[src/hw/rtl/gcg_pkg.sv]
// Shared constants of the Gold code chip generator: seed, mixing and register codes.
package gcg_pkg;

   localparam logic [31:0] SEED_ONE_INIT = 32'h6A09E667;
   localparam logic [31:0] SEED_TWO_INIT = 32'hBB67AE85;
   localparam logic [63:0] MIX_GAMMA     = 64'h9E3779B97F4A7C15;
   localparam logic [63:0] MIX_MUL_A     = 64'hBF58476D1CE4E5B9;
   localparam logic [63:0] MIX_MUL_B     = 64'h94D049BB133111EB;

   localparam int          PAYLOAD_LEN   = 49;
   localparam logic [5:0]  PAYLOAD_LAST  = 6'(PAYLOAD_LEN - 1);

   localparam int          DIGIT_WIDTH   = 4;
   localparam int          MUL_STEPS     = 64 / DIGIT_WIDTH;

   localparam logic [2:0]  REG_KEY_LOW    = 3'd0;
   localparam logic [2:0]  REG_KEY_HIGH   = 3'd1;
   localparam logic [2:0]  REG_KEY_LENGTH = 3'd2;
   localparam logic [2:0]  REG_AI_FLAG    = 3'd3;
   localparam logic [2:0]  REG_TIMESTAMP  = 3'd4;
   localparam logic [2:0]  REG_MODEL_ID   = 3'd5;

   localparam logic [1:0]  PASS_GAMMA = 2'd0;
   localparam logic [1:0]  PASS_MUL_A = 2'd1;
   localparam logic [1:0]  PASS_MUL_B = 2'd2;

endpackage

[src/hw/rtl/gold_code_chip_generator_core.sv]
// Gold code chip generator: two 31-bit LFSRs, payload modulation, serial reseed engine.
//
// One beat in gives one chip beat out. A beat with req_new_frame low steps the
// LFSRs at once and registers its chip. A beat with req_new_frame high first runs
// the seed mixer over the key bytes, the key length clipped to MAX_KEY_BYTES,
// then three 64-bit multiplies of the splitmix finalizer, each run on one shared
// shift-and-add unit at 4 bits of multiplier per cycle plus a mix step, before
// the chip is made. Registers are written over the APB port at byte address 8*i and
// should change only while no beat is in flight.
module gold_code_chip_generator_core #(
   parameter int MAX_KEY_BYTES = 16,
   parameter int CHIPS_PER_BIT = 8,
   parameter int MAX_CHIPS     = 32768
) (
   input  logic        clock,
   input  logic        reset,

   input  logic        req_valid,
   output logic        req_stall,
   input  logic        req_new_frame,
   input  logic [31:0] req_frame_index,

   output logic        rsp_valid,
   input  logic        rsp_stall,
   output logic        rsp_chip_bit,
   output logic        rsp_raw_chip_bit,
   output logic [5:0]  rsp_payload_bit_index,
   output logic        rsp_is_pilot,
   output logic [14:0] rsp_chip_index,

   input  logic        psel,
   input  logic        penable,
   input  logic        pwrite,
   input  logic [5:0]  paddr,
   input  logic [63:0] pwdata,
   output logic [63:0] prdata,
   output logic        pready
);

   localparam logic [2:0] ST_IDLE = 3'd0;
   localparam logic [2:0] ST_KEY  = 3'd1;
   localparam logic [2:0] ST_MUL  = 3'd2;
   localparam logic [2:0] ST_MIX  = 3'd3;
   localparam logic [2:0] ST_CHIP = 3'd4;

   localparam logic [4:0]  KEY_LIMIT   = 5'(MAX_KEY_BYTES);
   localparam logic [14:0] CHIP_TOP    = 15'(MAX_CHIPS - 1);
   localparam logic [14:0] PILOT_START = 15'(gcg_pkg::PAYLOAD_LEN * CHIPS_PER_BIT);
   localparam logic [3:0]  STEP_LAST   = 4'(gcg_pkg::MUL_STEPS - 1);

   logic [63:0] key_low_ff, key_low_in;
   logic [63:0] key_high_ff, key_high_in;
   logic [4:0]  key_length_ff, key_length_in;
   logic        ai_flag_ff, ai_flag_in;
   logic [31:0] timestamp_ff, timestamp_in;
   logic [15:0] model_id_ff, model_id_in;

   logic [2:0]  state_ff, state_in;
   logic [4:0]  byte_cnt_ff, byte_cnt_in;
   logic [3:0]  step_ff, step_in;
   logic [1:0]  pass_ff, pass_in;
   logic [31:0] s1_ff, s1_in;
   logic [31:0] s2_ff, s2_in;
   logic [63:0] acc_ff, acc_in;
   logic [63:0] mcand_ff, mcand_in;
   logic [63:0] mplier_ff, mplier_in;

   logic [31:0] lfsr_one_ff, lfsr_one_in;
   logic [31:0] lfsr_two_ff, lfsr_two_in;
   logic [14:0] chip_counter_ff, chip_counter_in;
   logic [5:0]  pidx_ff, pidx_in;

   logic        rsp_valid_ff, rsp_valid_in;
   logic        chip_ff, chip_in;
   logic        raw_ff, raw_in;
   logic [5:0]  out_pidx_ff, out_pidx_in;
   logic        pilot_ff, pilot_in;
   logic [14:0] out_idx_ff, out_idx_in;

   logic        cfg_write;
   logic        out_busy;
   logic        req_take;
   logic        gen;
   logic [4:0]  key_count;
   logic [7:0]  key_byte;
   logic [31:0] x1;
   logic [31:0] x2;
   logic [67:0] partial;
   logic [63:0] z;
   logic        b1;
   logic        b2;
   logic        raw;
   logic        pilot;
   logic        pay_bit;
   logic [48:0] payload_word;
   logic [5:0]  pay_sel;

   assign pready    = 1'b1;
   assign cfg_write = psel & penable & pwrite;
   assign out_busy  = rsp_valid_ff & rsp_stall;
   assign req_stall = (state_ff != ST_IDLE) | out_busy;
   assign req_take  = req_valid & ~req_stall;
   assign gen       = (req_take & ~req_new_frame) | ((state_ff == ST_CHIP) & ~out_busy);

   assign key_count = (key_length_ff > KEY_LIMIT) ? KEY_LIMIT : key_length_ff;
   assign key_byte  = byte_cnt_ff[3] ? key_high_ff[{byte_cnt_ff[2:0], 3'b000} +: 8]
                                     : key_low_ff[{byte_cnt_ff[2:0], 3'b000} +: 8];
   assign x1 = s1_ff ^ (32'(key_byte) << {byte_cnt_ff[1:0], 3'b000});
   assign x2 = s2_ff ^ (32'(key_byte) << {2'(byte_cnt_ff[1:0] + 2'd1), 3'b000});

   assign partial = {4'b0000, mcand_ff} *
                    {64'd0, mplier_ff[gcg_pkg::DIGIT_WIDTH-1:0]};

   assign b1  = lfsr_one_ff[30] ^ lfsr_one_ff[2];
   assign b2  = lfsr_two_ff[30] ^ lfsr_two_ff[12];
   assign raw = b1 ^ b2;
   assign pilot        = (chip_counter_ff >= PILOT_START);
   assign payload_word = {ai_flag_ff, timestamp_ff, model_id_ff};
   assign pay_sel      = gcg_pkg::PAYLOAD_LAST - pidx_ff;
   assign pay_bit      = payload_word[pay_sel];

   always_comb begin
      unique case (pass_ff)
         gcg_pkg::PASS_GAMMA: z = {s1_ff, s2_ff} + acc_ff;
         gcg_pkg::PASS_MUL_A: z = acc_ff;
         default:             z = acc_ff ^ (acc_ff >> 31);
      endcase
   end

   always_comb begin
      key_low_in    = key_low_ff;
      key_high_in   = key_high_ff;
      key_length_in = key_length_ff;
      ai_flag_in    = ai_flag_ff;
      timestamp_in  = timestamp_ff;
      model_id_in   = model_id_ff;
      if (cfg_write) begin
         unique case (paddr[5:3])
            gcg_pkg::REG_KEY_LOW:    key_low_in    = pwdata;
            gcg_pkg::REG_KEY_HIGH:   key_high_in   = pwdata;
            gcg_pkg::REG_KEY_LENGTH: key_length_in = pwdata[4:0];
            gcg_pkg::REG_AI_FLAG:    ai_flag_in    = pwdata[0];
            gcg_pkg::REG_TIMESTAMP:  timestamp_in  = pwdata[31:0];
            gcg_pkg::REG_MODEL_ID:   model_id_in   = pwdata[15:0];
            default: ;
         endcase
      end
   end

   always_comb begin
      unique case (paddr[5:3])
         gcg_pkg::REG_KEY_LOW:    prdata = key_low_ff;
         gcg_pkg::REG_KEY_HIGH:   prdata = key_high_ff;
         gcg_pkg::REG_KEY_LENGTH: prdata = {59'd0, key_length_ff};
         gcg_pkg::REG_AI_FLAG:    prdata = {63'd0, ai_flag_ff};
         gcg_pkg::REG_TIMESTAMP:  prdata = {32'd0, timestamp_ff};
         gcg_pkg::REG_MODEL_ID:   prdata = {48'd0, model_id_ff};
         default:                 prdata = 64'd0;
      endcase
   end

   always_comb begin
      state_in        = state_ff;
      byte_cnt_in     = byte_cnt_ff;
      step_in         = step_ff;
      pass_in         = pass_ff;
      s1_in           = s1_ff;
      s2_in           = s2_ff;
      acc_in          = acc_ff;
      mcand_in        = mcand_ff;
      mplier_in       = mplier_ff;
      lfsr_one_in     = lfsr_one_ff;
      lfsr_two_in     = lfsr_two_ff;
      chip_counter_in = chip_counter_ff;
      pidx_in         = pidx_ff;

      unique case (state_ff)
         ST_IDLE: begin
            if (req_take && req_new_frame) begin
               state_in    = ST_KEY;
               byte_cnt_in = 5'd0;
               s1_in       = gcg_pkg::SEED_ONE_INIT;
               s2_in       = gcg_pkg::SEED_TWO_INIT;
               mplier_in   = {32'd0, req_frame_index};
            end
         end
         ST_KEY: begin
            if (byte_cnt_ff < key_count) begin
               s1_in       = {x1[24:0], x1[31:25]};
               s2_in       = {x2[18:0], x2[31:19]};
               byte_cnt_in = byte_cnt_ff + 5'd1;
            end else begin
               s1_in    = (s1_ff == 32'd0) ? 32'd1 : s1_ff;
               s2_in    = (s2_ff == 32'd0) ? 32'd1 : s2_ff;
               acc_in   = 64'd0;
               mcand_in = gcg_pkg::MIX_GAMMA;
               step_in  = 4'd0;
               pass_in  = gcg_pkg::PASS_GAMMA;
               state_in = ST_MUL;
            end
         end
         ST_MUL: begin
            acc_in    = acc_ff + partial[63:0];
            mcand_in  = {mcand_ff[63-gcg_pkg::DIGIT_WIDTH:0], {gcg_pkg::DIGIT_WIDTH{1'b0}}};
            mplier_in = {{gcg_pkg::DIGIT_WIDTH{1'b0}}, mplier_ff[63:gcg_pkg::DIGIT_WIDTH]};
            step_in   = step_ff + 4'd1;
            if (step_ff == STEP_LAST) begin
               state_in = ST_MIX;
            end
         end
         ST_MIX: begin
            acc_in  = 64'd0;
            step_in = 4'd0;
            unique case (pass_ff)
               gcg_pkg::PASS_GAMMA: begin
                  mcand_in  = z ^ (z >> 30);
                  mplier_in = gcg_pkg::MIX_MUL_A;
                  pass_in   = gcg_pkg::PASS_MUL_A;
                  state_in  = ST_MUL;
               end
               gcg_pkg::PASS_MUL_A: begin
                  mcand_in  = z ^ (z >> 27);
                  mplier_in = gcg_pkg::MIX_MUL_B;
                  pass_in   = gcg_pkg::PASS_MUL_B;
                  state_in  = ST_MUL;
               end
               default: begin
                  lfsr_one_in     = (z[63:32] == 32'd0) ? 32'd1 : z[63:32];
                  lfsr_two_in     = (z[31:0] == 32'd0) ? 32'd1 : z[31:0];
                  chip_counter_in = 15'd0;
                  pidx_in         = 6'd0;
                  state_in        = ST_CHIP;
               end
            endcase
         end
         ST_CHIP: begin
            if (!out_busy) begin
               state_in = ST_IDLE;
            end
         end
         default: state_in = ST_IDLE;
      endcase

      if (gen) begin
         lfsr_one_in = {lfsr_one_ff[30:0], b1};
         lfsr_two_in = {lfsr_two_ff[30:0], b2};
         if (chip_counter_ff < CHIP_TOP) begin
            chip_counter_in = chip_counter_ff + 15'd1;
            pidx_in         = (pidx_ff == gcg_pkg::PAYLOAD_LAST) ? 6'd0 : pidx_ff + 6'd1;
         end
      end
   end

   always_comb begin
      rsp_valid_in = rsp_valid_ff;
      chip_in      = chip_ff;
      raw_in       = raw_ff;
      out_pidx_in  = out_pidx_ff;
      pilot_in     = pilot_ff;
      out_idx_in   = out_idx_ff;
      if (gen) begin
         rsp_valid_in = 1'b1;
         chip_in      = pilot ? raw : ~(raw ^ pay_bit);
         raw_in       = raw;
         out_pidx_in  = pidx_ff;
         pilot_in     = pilot;
         out_idx_in   = chip_counter_ff;
      end else if (!rsp_stall) begin
         rsp_valid_in = 1'b0;
      end
   end

   always_ff @(posedge clock) begin
      if (reset) begin
         key_low_ff      <= 64'd0;
         key_high_ff     <= 64'd0;
         key_length_ff   <= 5'd16;
         ai_flag_ff      <= 1'b1;
         timestamp_ff    <= 32'd0;
         model_id_ff     <= 16'd0;
         state_ff        <= ST_IDLE;
         byte_cnt_ff     <= 5'd0;
         step_ff         <= 4'd0;
         pass_ff         <= gcg_pkg::PASS_GAMMA;
         lfsr_one_ff     <= 32'd1;
         lfsr_two_ff     <= 32'd1;
         chip_counter_ff <= 15'd0;
         pidx_ff         <= 6'd0;
         rsp_valid_ff    <= 1'b0;
      end else begin
         key_low_ff      <= key_low_in;
         key_high_ff     <= key_high_in;
         key_length_ff   <= key_length_in;
         ai_flag_ff      <= ai_flag_in;
         timestamp_ff    <= timestamp_in;
         model_id_ff     <= model_id_in;
         state_ff        <= state_in;
         byte_cnt_ff     <= byte_cnt_in;
         step_ff         <= step_in;
         pass_ff         <= pass_in;
         lfsr_one_ff     <= lfsr_one_in;
         lfsr_two_ff     <= lfsr_two_in;
         chip_counter_ff <= chip_counter_in;
         pidx_ff         <= pidx_in;
         rsp_valid_ff    <= rsp_valid_in;
      end
   end

   always_ff @(posedge clock) begin
      s1_ff       <= s1_in;
      s2_ff       <= s2_in;
      acc_ff      <= acc_in;
      mcand_ff    <= mcand_in;
      mplier_ff   <= mplier_in;
      chip_ff     <= chip_in;
      raw_ff      <= raw_in;
      out_pidx_ff <= out_pidx_in;
      pilot_ff    <= pilot_in;
      out_idx_ff  <= out_idx_in;
   end

   assign rsp_valid             = rsp_valid_ff;
   assign rsp_chip_bit          = chip_ff;
   assign rsp_raw_chip_bit      = raw_ff;
   assign rsp_payload_bit_index = out_pidx_ff;
   assign rsp_is_pilot          = pilot_ff;
   assign rsp_chip_index        = out_idx_ff;

endmodule
[config.mk]
export PLATFORM = sky130hd
export DESIGN_NAME = gold_code_chip_generator_core
export DESIGN_NICKNAME = d
export VERILOG_FILES = /design/src/hw/rtl/gcg_pkg.sv /design/src/hw/rtl/gold_code_chip_generator_core.sv
export SDC_FILE = /design/constraint.sdc
export NUM_CORES = 2
export LEC_CHECK = 0
export ABC_AREA = 0
export BUFFER_PORTS_ARGS = -buffer_cell sky130_fd_sc_hd__buf_2
export CORE_MARGIN = 2
export CORE_UTILIZATION = 33
export DETAILED_ROUTE_END_ITERATION = 12
export HOLD_SLACK_MARGIN = 0.15
export PLACE_DENSITY_LB_ADDON = 0.12
export SLEW_MARGIN = 15
export SYNTH_ARGS = -nofsm -noshare
export SYNTH_HDL_FRONTEND = slang
export SYNTH_SLANG_ARGS = --single-unit
[constraint.sdc]
create_clock -name clock -period 5.8 [get_ports clock]
set_input_delay 1.16 -clock clock [delete_from_list [all_inputs] [get_ports clock]]
set_output_delay 1.16 -clock clock [all_outputs]
set_load 0.02 [all_outputs]
After elaboration in Yosys (flattened, before gate mapping):

Index checks and enable logic that the tools add are counted.

* register bits after elaboration: 560
* latch bits: 0
* memory bits (writable): 0
* ROM bits: 0
* input bits: 110
* logic and storage cells: 172
* memories: 0

* add/sub/neg operators: 8
* multipliers: 1
* divide/modulo/power cells: 0
* $lt $le $gt $ge: 5
* equal/unequal tests: 22
* shift-type cells: 4
* multiplexer cells: 56
* bitwise gates (word level): 21
* reductions and logical operators: 30

Operator list (count)
* one-hot mux 64 bit (3 select lines): 3
* one-hot mux 64 bit (2 select lines): 3
* one-hot mux 64 bit (6 select lines): 1
* two-way mux 31 bit: 8
* two-way mux 32 bit: 6
* two-way mux 64 bit: 3
* adder 64 bit: 2
* zero test 32 bit: 4
* one-hot mux 32 bit (2 select lines): 2
* indexed part select 64 x 7 -> 8 bit: 2
* multiplier 64 x 4 -> 64 bit: 1
* << shifter 8 x 5 -> 32 bit: 2
* XOR 32 bit: 2
* XOR 64 x 33 -> 64 bit: 1
* XOR 64 x 34 -> 64 bit: 1
* XOR 64 x 37 -> 64 bit: 1
* two-way mux 15 bit: 4
* two-way mux 6 bit: 5
* AND reduction 3 bit: 6
* AND reduction 2 bit: 8
* adder 15 x 1 -> 15 bit (second input constant): 1
* >= comparator 15 x 9 -> 1 bit (second input constant): 1
* < comparator 15 bit (second input constant): 1
* two-way mux 3 bit: 5
* other kinds (38): 74

Depth between registers and ports, before layout:

* depth after elaboration: 8
* mapped depth: 22
* mapped depth without buffers: 20

Worst setup path before layout:

OpenSTA, ideal clock, no wires.

* path kind: register to register
* from: register mplier_ff[1]
* to: register acc_ff[63], data pin
* library setup time: 0.266 ns
* arrival: 5.050 ns
* required time: 5.534 ns
* setup slack: 0.484 ns
* cell stages (with the launch flop): 23
* period minus slack after synthesis: 5.316 ns
* cell sequence: edfxtp_1 > clkbuf_1 > clkbuf_1 > and2_1 > fa_1 > fa_1 > inv_1 > fa_1 > inv_1 > ha_1 > buf_2 > a21o_1 > a21o_1 > a21o_1 > a211oi_1 > nor2_1 > or4b_1 > a311oi_2 > o31ai_2 > a311oi_2 > o21ai_1 > xnor2_1 > nor2_1

* longest elaborated chain between the ends: 3

RTL lines
* start, declared: line gold_code_chip_generator_core.sv:66 `logic [63:0] mplier_ff, mplier_in;`
* start signal, assigned: line gold_code_chip_generator_core.sv:314 `mplier_ff <= mplier_in;`
* multiplier 64 x 4 -> 64 bit: line gold_code_chip_generator_core.sv:111 `assign partial = {4'b0000, mcand_ff} *`
* adder 64 bit: line gold_code_chip_generator_core.sv:203 `acc_in = acc_ff + partial[63:0];`
* one-hot mux 64 bit (3 select lines): line gold_code_chip_generator_core.sv:177 `unique case (state_ff)`
* end signal, assigned: line gold_code_chip_generator_core.sv:312 `acc_ff <= acc_in;`
* end, declared: line gold_code_chip_generator_core.sv:64 `logic [63:0] acc_ff, acc_in;`

Every way passes these cells.
A chain may end at the register's enable or synchronous reset.

Worst setup path in the final report:

* from: register mplier_ff[2]
* to: register acc_ff[52], data pin

The elaborated chain is that of the path after synthesis.

==> results.rst <==
.. list-table::
   :header-rows: 1

   * - Metric
     - Value
   * - Number of synthesized flops with an enable pin
     - 276
   * - Required time reported for the critical path endpoint
     - 6.31 ns
   * - Cell types occupying the most area after synthesis
     - sky130_fd_sc_hd__edfxtp_1, sky130_fd_sc_hd__dfxtp_1, sky130_fd_sc_hd__fa_1
   * - Syn_nets
     - 5,162
   * - Core area
     - 123,500 sq um
   * - Horizontal extent of the die
     - 356.5 microns
   * - Vertical extent of the die
     - 356.5 microns
   * - Final Instance Area
     - 46,920 sq um
   * - Antenna violations before repair
     - 10
   * - Post-layout utilization of the core
     - 38.00%
   * - Time the final worst path needs with I/O delays and setup
     - 5.678 ns
   * - IR drop worst, VDD
     - 0.0002406 V
   * - Crit share post-route
     - 97.90%
   * - Routability congestion estimate from global placement
     - 0.9839
   * - Unrepaired setup endpoints after global routing
     - true
   * - Synth Area in XOR/XNOR
     - 5.318%
   * - Total gr overflow
     - 0
   * - Placement Cell Area
     - 44,070 sq um
   * - Pin count of the biggest net entering global routing
     - 173
   * - Achievable Freq
     - 176.1 MHz
   * - Yosys warning count
     - 0
   * - Post-synthesis sequential area ratio
     - 33.88%
   * - Result of the run
     - complete, no violations
   * - Global-route total usage across every layer
     - 23.36%
   * - Delay of the slowest cell on the worst path
     - 0.55 ns
   * - Detailed Route Iter0 Violations
     - 3,107
   * - Pin slew with the least headroom to its limit
     - 1.103 ns
   * - Largest family of logic cells by synthesized area
     - simple AND/OR/NAND/NOR gates
   * - Net count of the finished layout
     - 5,270
   * - Number of instances in the synthesized netlist
     - 4,729
   * - Number of fill cells in the layout
     - 12.74k
   * - Most instantiated flip-flop cell in the synthesis netlist
     - sky130_fd_sc_hd__dfxtp_1
   * - TritonCTS clock tree
     - built
   * - Root buffer selected by CTS
     - sky130_fd_sc_hd__clkbuf_16
   * - Adder-cell area share of the yosys netlist
     - 13.21%
   * - Class of the tightest hold or removal check
     - reg2reg
   * - Floorplan die area
     - 127,100 sq um
   * - Count of maximum capacitance violations
     - 0
   * - Final setup TNS
     - 0 ns
   * - Hold bufs inserted after CTS
     - 0
   * - Cell type with the highest aggregate area in the netlist
     - sky130_fd_sc_hd__edfxtp_1
   * - DRC violation count after routing
     - 0
   * - Placement row count
     - 129
   * - Final setup viols
     - 0
   * - Max-slew headroom at the worst pin
     - 26.32%
   * - Final ANT Viol Nets
     - 0
   * - Count of distinct cell types in the synthesized netlist
     - 96
   * - Total number of H-tree levels
     - 3
   * - HPWL after DPL
     - 111.8 mm
   * - Cell area after synthesis
     - 41,010 sq um
   * - Fraction of layout instances using a drive strength above 1
     - 12.91%
   * - Fraction of the mapped netlist area in compound gates
     - 17.02%
   * - Category of the critical setup timing path
     - reg2reg
   * - Total detailed-routing wirelength
     - 152.3 mm
   * - Multiplexer area fraction after synthesis
     - 5.217%
   * - Clock sink count
     - 556
   * - Hold Violations, Final
     - 0
   * - Count of pins on the block boundary
     - 201
   * - Layout-stage area growth over the synthesis result
     - 14.43%
   * - Maximum clock insertion buffer count
     - 3
   * - Yosys reg bits
     - 556
   * - Type of element capturing the critical path
     - register
   * - CP max-delay cell
     - sky130_fd_sc_hd__fa_1
   * - Clock transition at the registers of the reported paths
     - 0.06 ns
   * - Number of global-route vias before repair
     - 34.52k
   * - Count of pins over their slew limit
     - 0
   * - Routed WL per cell
     - 23.30 microns
   * - Cells along the critical path
     - buf_12 -> buf_12 -> and2_4 -> fa_1 -> fa_1 -> inv_1 -> fa_1 -> inv_2 -> ha_4 -> and3_4 -> and3_1 -> a21o_1 -> a41o_4 -> a31oi_4 -> buf_12 -> o31ai_4 -> buf_6 -> a31o_1 -> o41a_1 -> a41o_1 -> o21a_1 -> nor3_2
   * - Per-cell via count in the routed design
     - 5.404
   * - Multi-input logic area
     - 25,080 sq um
   * - Effective utilization at floorplan
     - 33.21%
   * - Global-route wire length before repair
     - 226.3 mm
   * - Mapped Avg Cell Area
     - 8.672 sq um
   * - Worst reg-to-reg setup slack
     - 0.12 ns
   * - Vias after detailed routing
     - 35.31k
   * - Reg area
     - 13,900 sq um
   * - Number of buffers created by CTS
     - 72
   * - Share of Yosys cell area claimed by the top area cell type
     - 20.21%
   * - Post-synthesis simple-gate area fraction
     - 19.49%
   * - CP max FO
     - 15
   * - Arrival time at the worst endpoint
     - 6.19 ns
   * - Clock skew after layout
     - 0.03992 ns
   * - LEAKAGE
     - 18.35 nW
   * - Power per cell area
     - 390.9 nW/um^2
   * - Worst setup SP type
     - register
   * - Number of port buffers
     - 196
   * - Fraction of registers with async set or reset after synthesis
     - 0%
   * - Initial DRT Pass Iterations
     - 6
   * - Source-to-sink clock delay at the later pin of the worst-skew pair
     - 0.67 ns
-- metal layers --
layer | part of all wire [%] | wire length (microns) | global-route usage, %
met5 | 0.051 | 78 | 0
met4 | 3.2 | 4856 | 7.797
met3 | 6.0 | 9183 | 3.806
met2 | 45 | 68550 | 36.83
met1 | 46 | 69590 | 32.47
-- critical path, delay by kind of cell (launching register included) --
| family | cells | cell delay (ns) |
|---|---|---|
| AND/OR/NAND/NOR | 4 | 0.68 |
| adder cells (fa/ha/maj) | 4 | 1.76 |
| buffers and inverters | 6 | 0.72 |
| flip-flops | 1 | 0.42 |
| AO/OA/AOI/OAI | 8 | 1.92 |
-- worst paths after layout --
kind / start / end / depth (start not counted)
worst max-delay path: mplier_ff[2] / acc_ff[52] / 22
worst min-delay path: lfsr_one_ff[29] / lfsr_one_ff[29] / 2
worst max register to register: mplier_ff[2] / acc_ff[52] / 22
worst min register to register: lfsr_one_ff[29] / lfsr_one_ff[29] / 2
-- repair_timing --
item                                    CTS  global route
endpoints found under the setup margin    7            18
cloned                                    0             4
pin swaps                                 1            31
gates resized for setup                   4            57
setup buffers                             1             8
-- layout by cell type, fill, tap and decap left out, types with 19 or more instances in the layout --
cell and n:
sky130_fd_sc_hd__nor2_1 322, sky130_fd_sc_hd__clkbuf_16 79, sky130_fd_sc_hd__xnor2_1 131, sky130_fd_sc_hd__dfxtp_1 276, sky130_fd_sc_hd__nor3_1 35, sky130_fd_sc_hd__xor2_1 118
sky130_fd_sc_hd__o21ai_1 19, sky130_fd_sc_hd__inv_1 319, sky130_fd_sc_hd__nand3_1 108, sky130_fd_sc_hd__nand4_1 48, sky130_fd_sc_hd__o21a_1 24, sky130_fd_sc_hd__edfxtp_1 276
sky130_fd_sc_hd__nor4_1 30, sky130_fd_sc_hd__o21ai_0 200, sky130_fd_sc_hd__a22oi_1 44, sky130_fd_sc_hd__a21o_1 77, sky130_fd_sc_hd__a31oi_1 40, sky130_fd_sc_hd__o21bai_1 25
sky130_fd_sc_hd__and3_1 35, sky130_fd_sc_hd__a22o_1 48, sky130_fd_sc_hd__fa_1 180, sky130_fd_sc_hd__a221o_1 20, sky130_fd_sc_hd__nand2_1 745, sky130_fd_sc_hd__nand2b_1 29
sky130_fd_sc_hd__buf_4 133, sky130_fd_sc_hd__mux4_2 66, sky130_fd_sc_hd__a21oi_1 438, sky130_fd_sc_hd__mux2i_1 63, sky130_fd_sc_hd__and2_1 251, sky130_fd_sc_hd__o211ai_1 20
sky130_fd_sc_hd__buf_2 195, sky130_fd_sc_hd__nor2b_1 35, sky130_fd_sc_hd__ha_1 134
-- cells by family after synthesis --
kind of cell,Yosys count
adder cells (fa/ha/maj),323
AND/OR/NAND/NOR,1725
AO/OA/AOI/OAI,1112
buffers and inverters,632
multiplexers,131
other,1
XOR/XNOR,249
flip-flops,556
-- through the flow --
step	setup WS, ns	total power, mW	std cells	hold slack (ns)
6_report	0.1220	18.34	6535	0.4614
2_1_floorplan	0.4844	10.47	4729	0.4064
3_3_place_gp	-0.1304	13.27	6387	0.4468
3_5_place_dp	-0.1739	13.24	6387	0.4529
4_1_cts	0.001035	18.01	6520	0.4620
5_1_grt	-0.1049	19.61	6533	0.4785
-- synthesized netlist by cell type (9+ instances only) --
cell type                  number
sky130_fd_sc_hd__xnor2_1      131
sky130_fd_sc_hd__a22oi_1       44
sky130_fd_sc_hd__a22o_1        48
sky130_fd_sc_hd__mux2i_1       63
sky130_fd_sc_hd__a31oi_1       42
sky130_fd_sc_hd__o21a_1        24
sky130_fd_sc_hd__o21ai_0      209
sky130_fd_sc_hd__edfxtp_1     276
sky130_fd_sc_hd__o211ai_1      20
sky130_fd_sc_hd__a211o_1        9
sky130_fd_sc_hd__a221o_1       20
sky130_fd_sc_hd__or3_1         14
sky130_fd_sc_hd__fa_1         183
sky130_fd_sc_hd__nor2_1       331
sky130_fd_sc_hd__nor2b_1       37
sky130_fd_sc_hd__dfxtp_1      280
sky130_fd_sc_hd__a211oi_1      17
sky130_fd_sc_hd__buf_1         26
sky130_fd_sc_hd__xor2_1       118
sky130_fd_sc_hd__nor4_1        30
sky130_fd_sc_hd__and2_1       258
sky130_fd_sc_hd__a21o_1        77
sky130_fd_sc_hd__ha_1         140
sky130_fd_sc_hd__nand3_1      108
sky130_fd_sc_hd__inv_1        321
sky130_fd_sc_hd__o21ai_1       15
sky130_fd_sc_hd__mux4_2        66
sky130_fd_sc_hd__o21bai_1      26
sky130_fd_sc_hd__nand4_1       48
sky130_fd_sc_hd__a221oi_1      14
sky130_fd_sc_hd__a21oi_1      446
sky130_fd_sc_hd__nor3_1        40
sky130_fd_sc_hd__clkbuf_1     264
sky130_fd_sc_hd__nand2b_1      29
sky130_fd_sc_hd__buf_2         15
sky130_fd_sc_hd__and3_1        36
sky130_fd_sc_hd__nand2_1      751
-- registers in the layout, indices dropped and copies added, names as in the netlist, 6 cells and up --
name	flops
chip_counter_ff	15
key_high_ff	64
rsp_chip_index	15
lfsr_two_ff	31
acc_ff	64
mcand_ff	64
key_low_ff	64
s1_ff	32
s2_ff	32
lfsr_one_ff	31
timestamp_ff	32
mplier_ff	60
rsp_payload_bit_index	6
pidx_ff	6
model_id_ff	16
-- cell type report --
type	instances	share of cell area, %
diodes	3	0.01600
flip-flops and latches	556	29.62
repair buffers	343	4.858
clock buffers	103	4.480
clock inverters	29	0.6293
multi-input cells	3541	53.44
inverters	323	2.586
well taps	1637	4.365
-- power by group --
group | internal, mW | switching, mW
clock network | 2.65 | 1.96
registers | 4.39 | 0.260
logic | 3.76 | 5.33
Power figures use the tool's default switching activity.
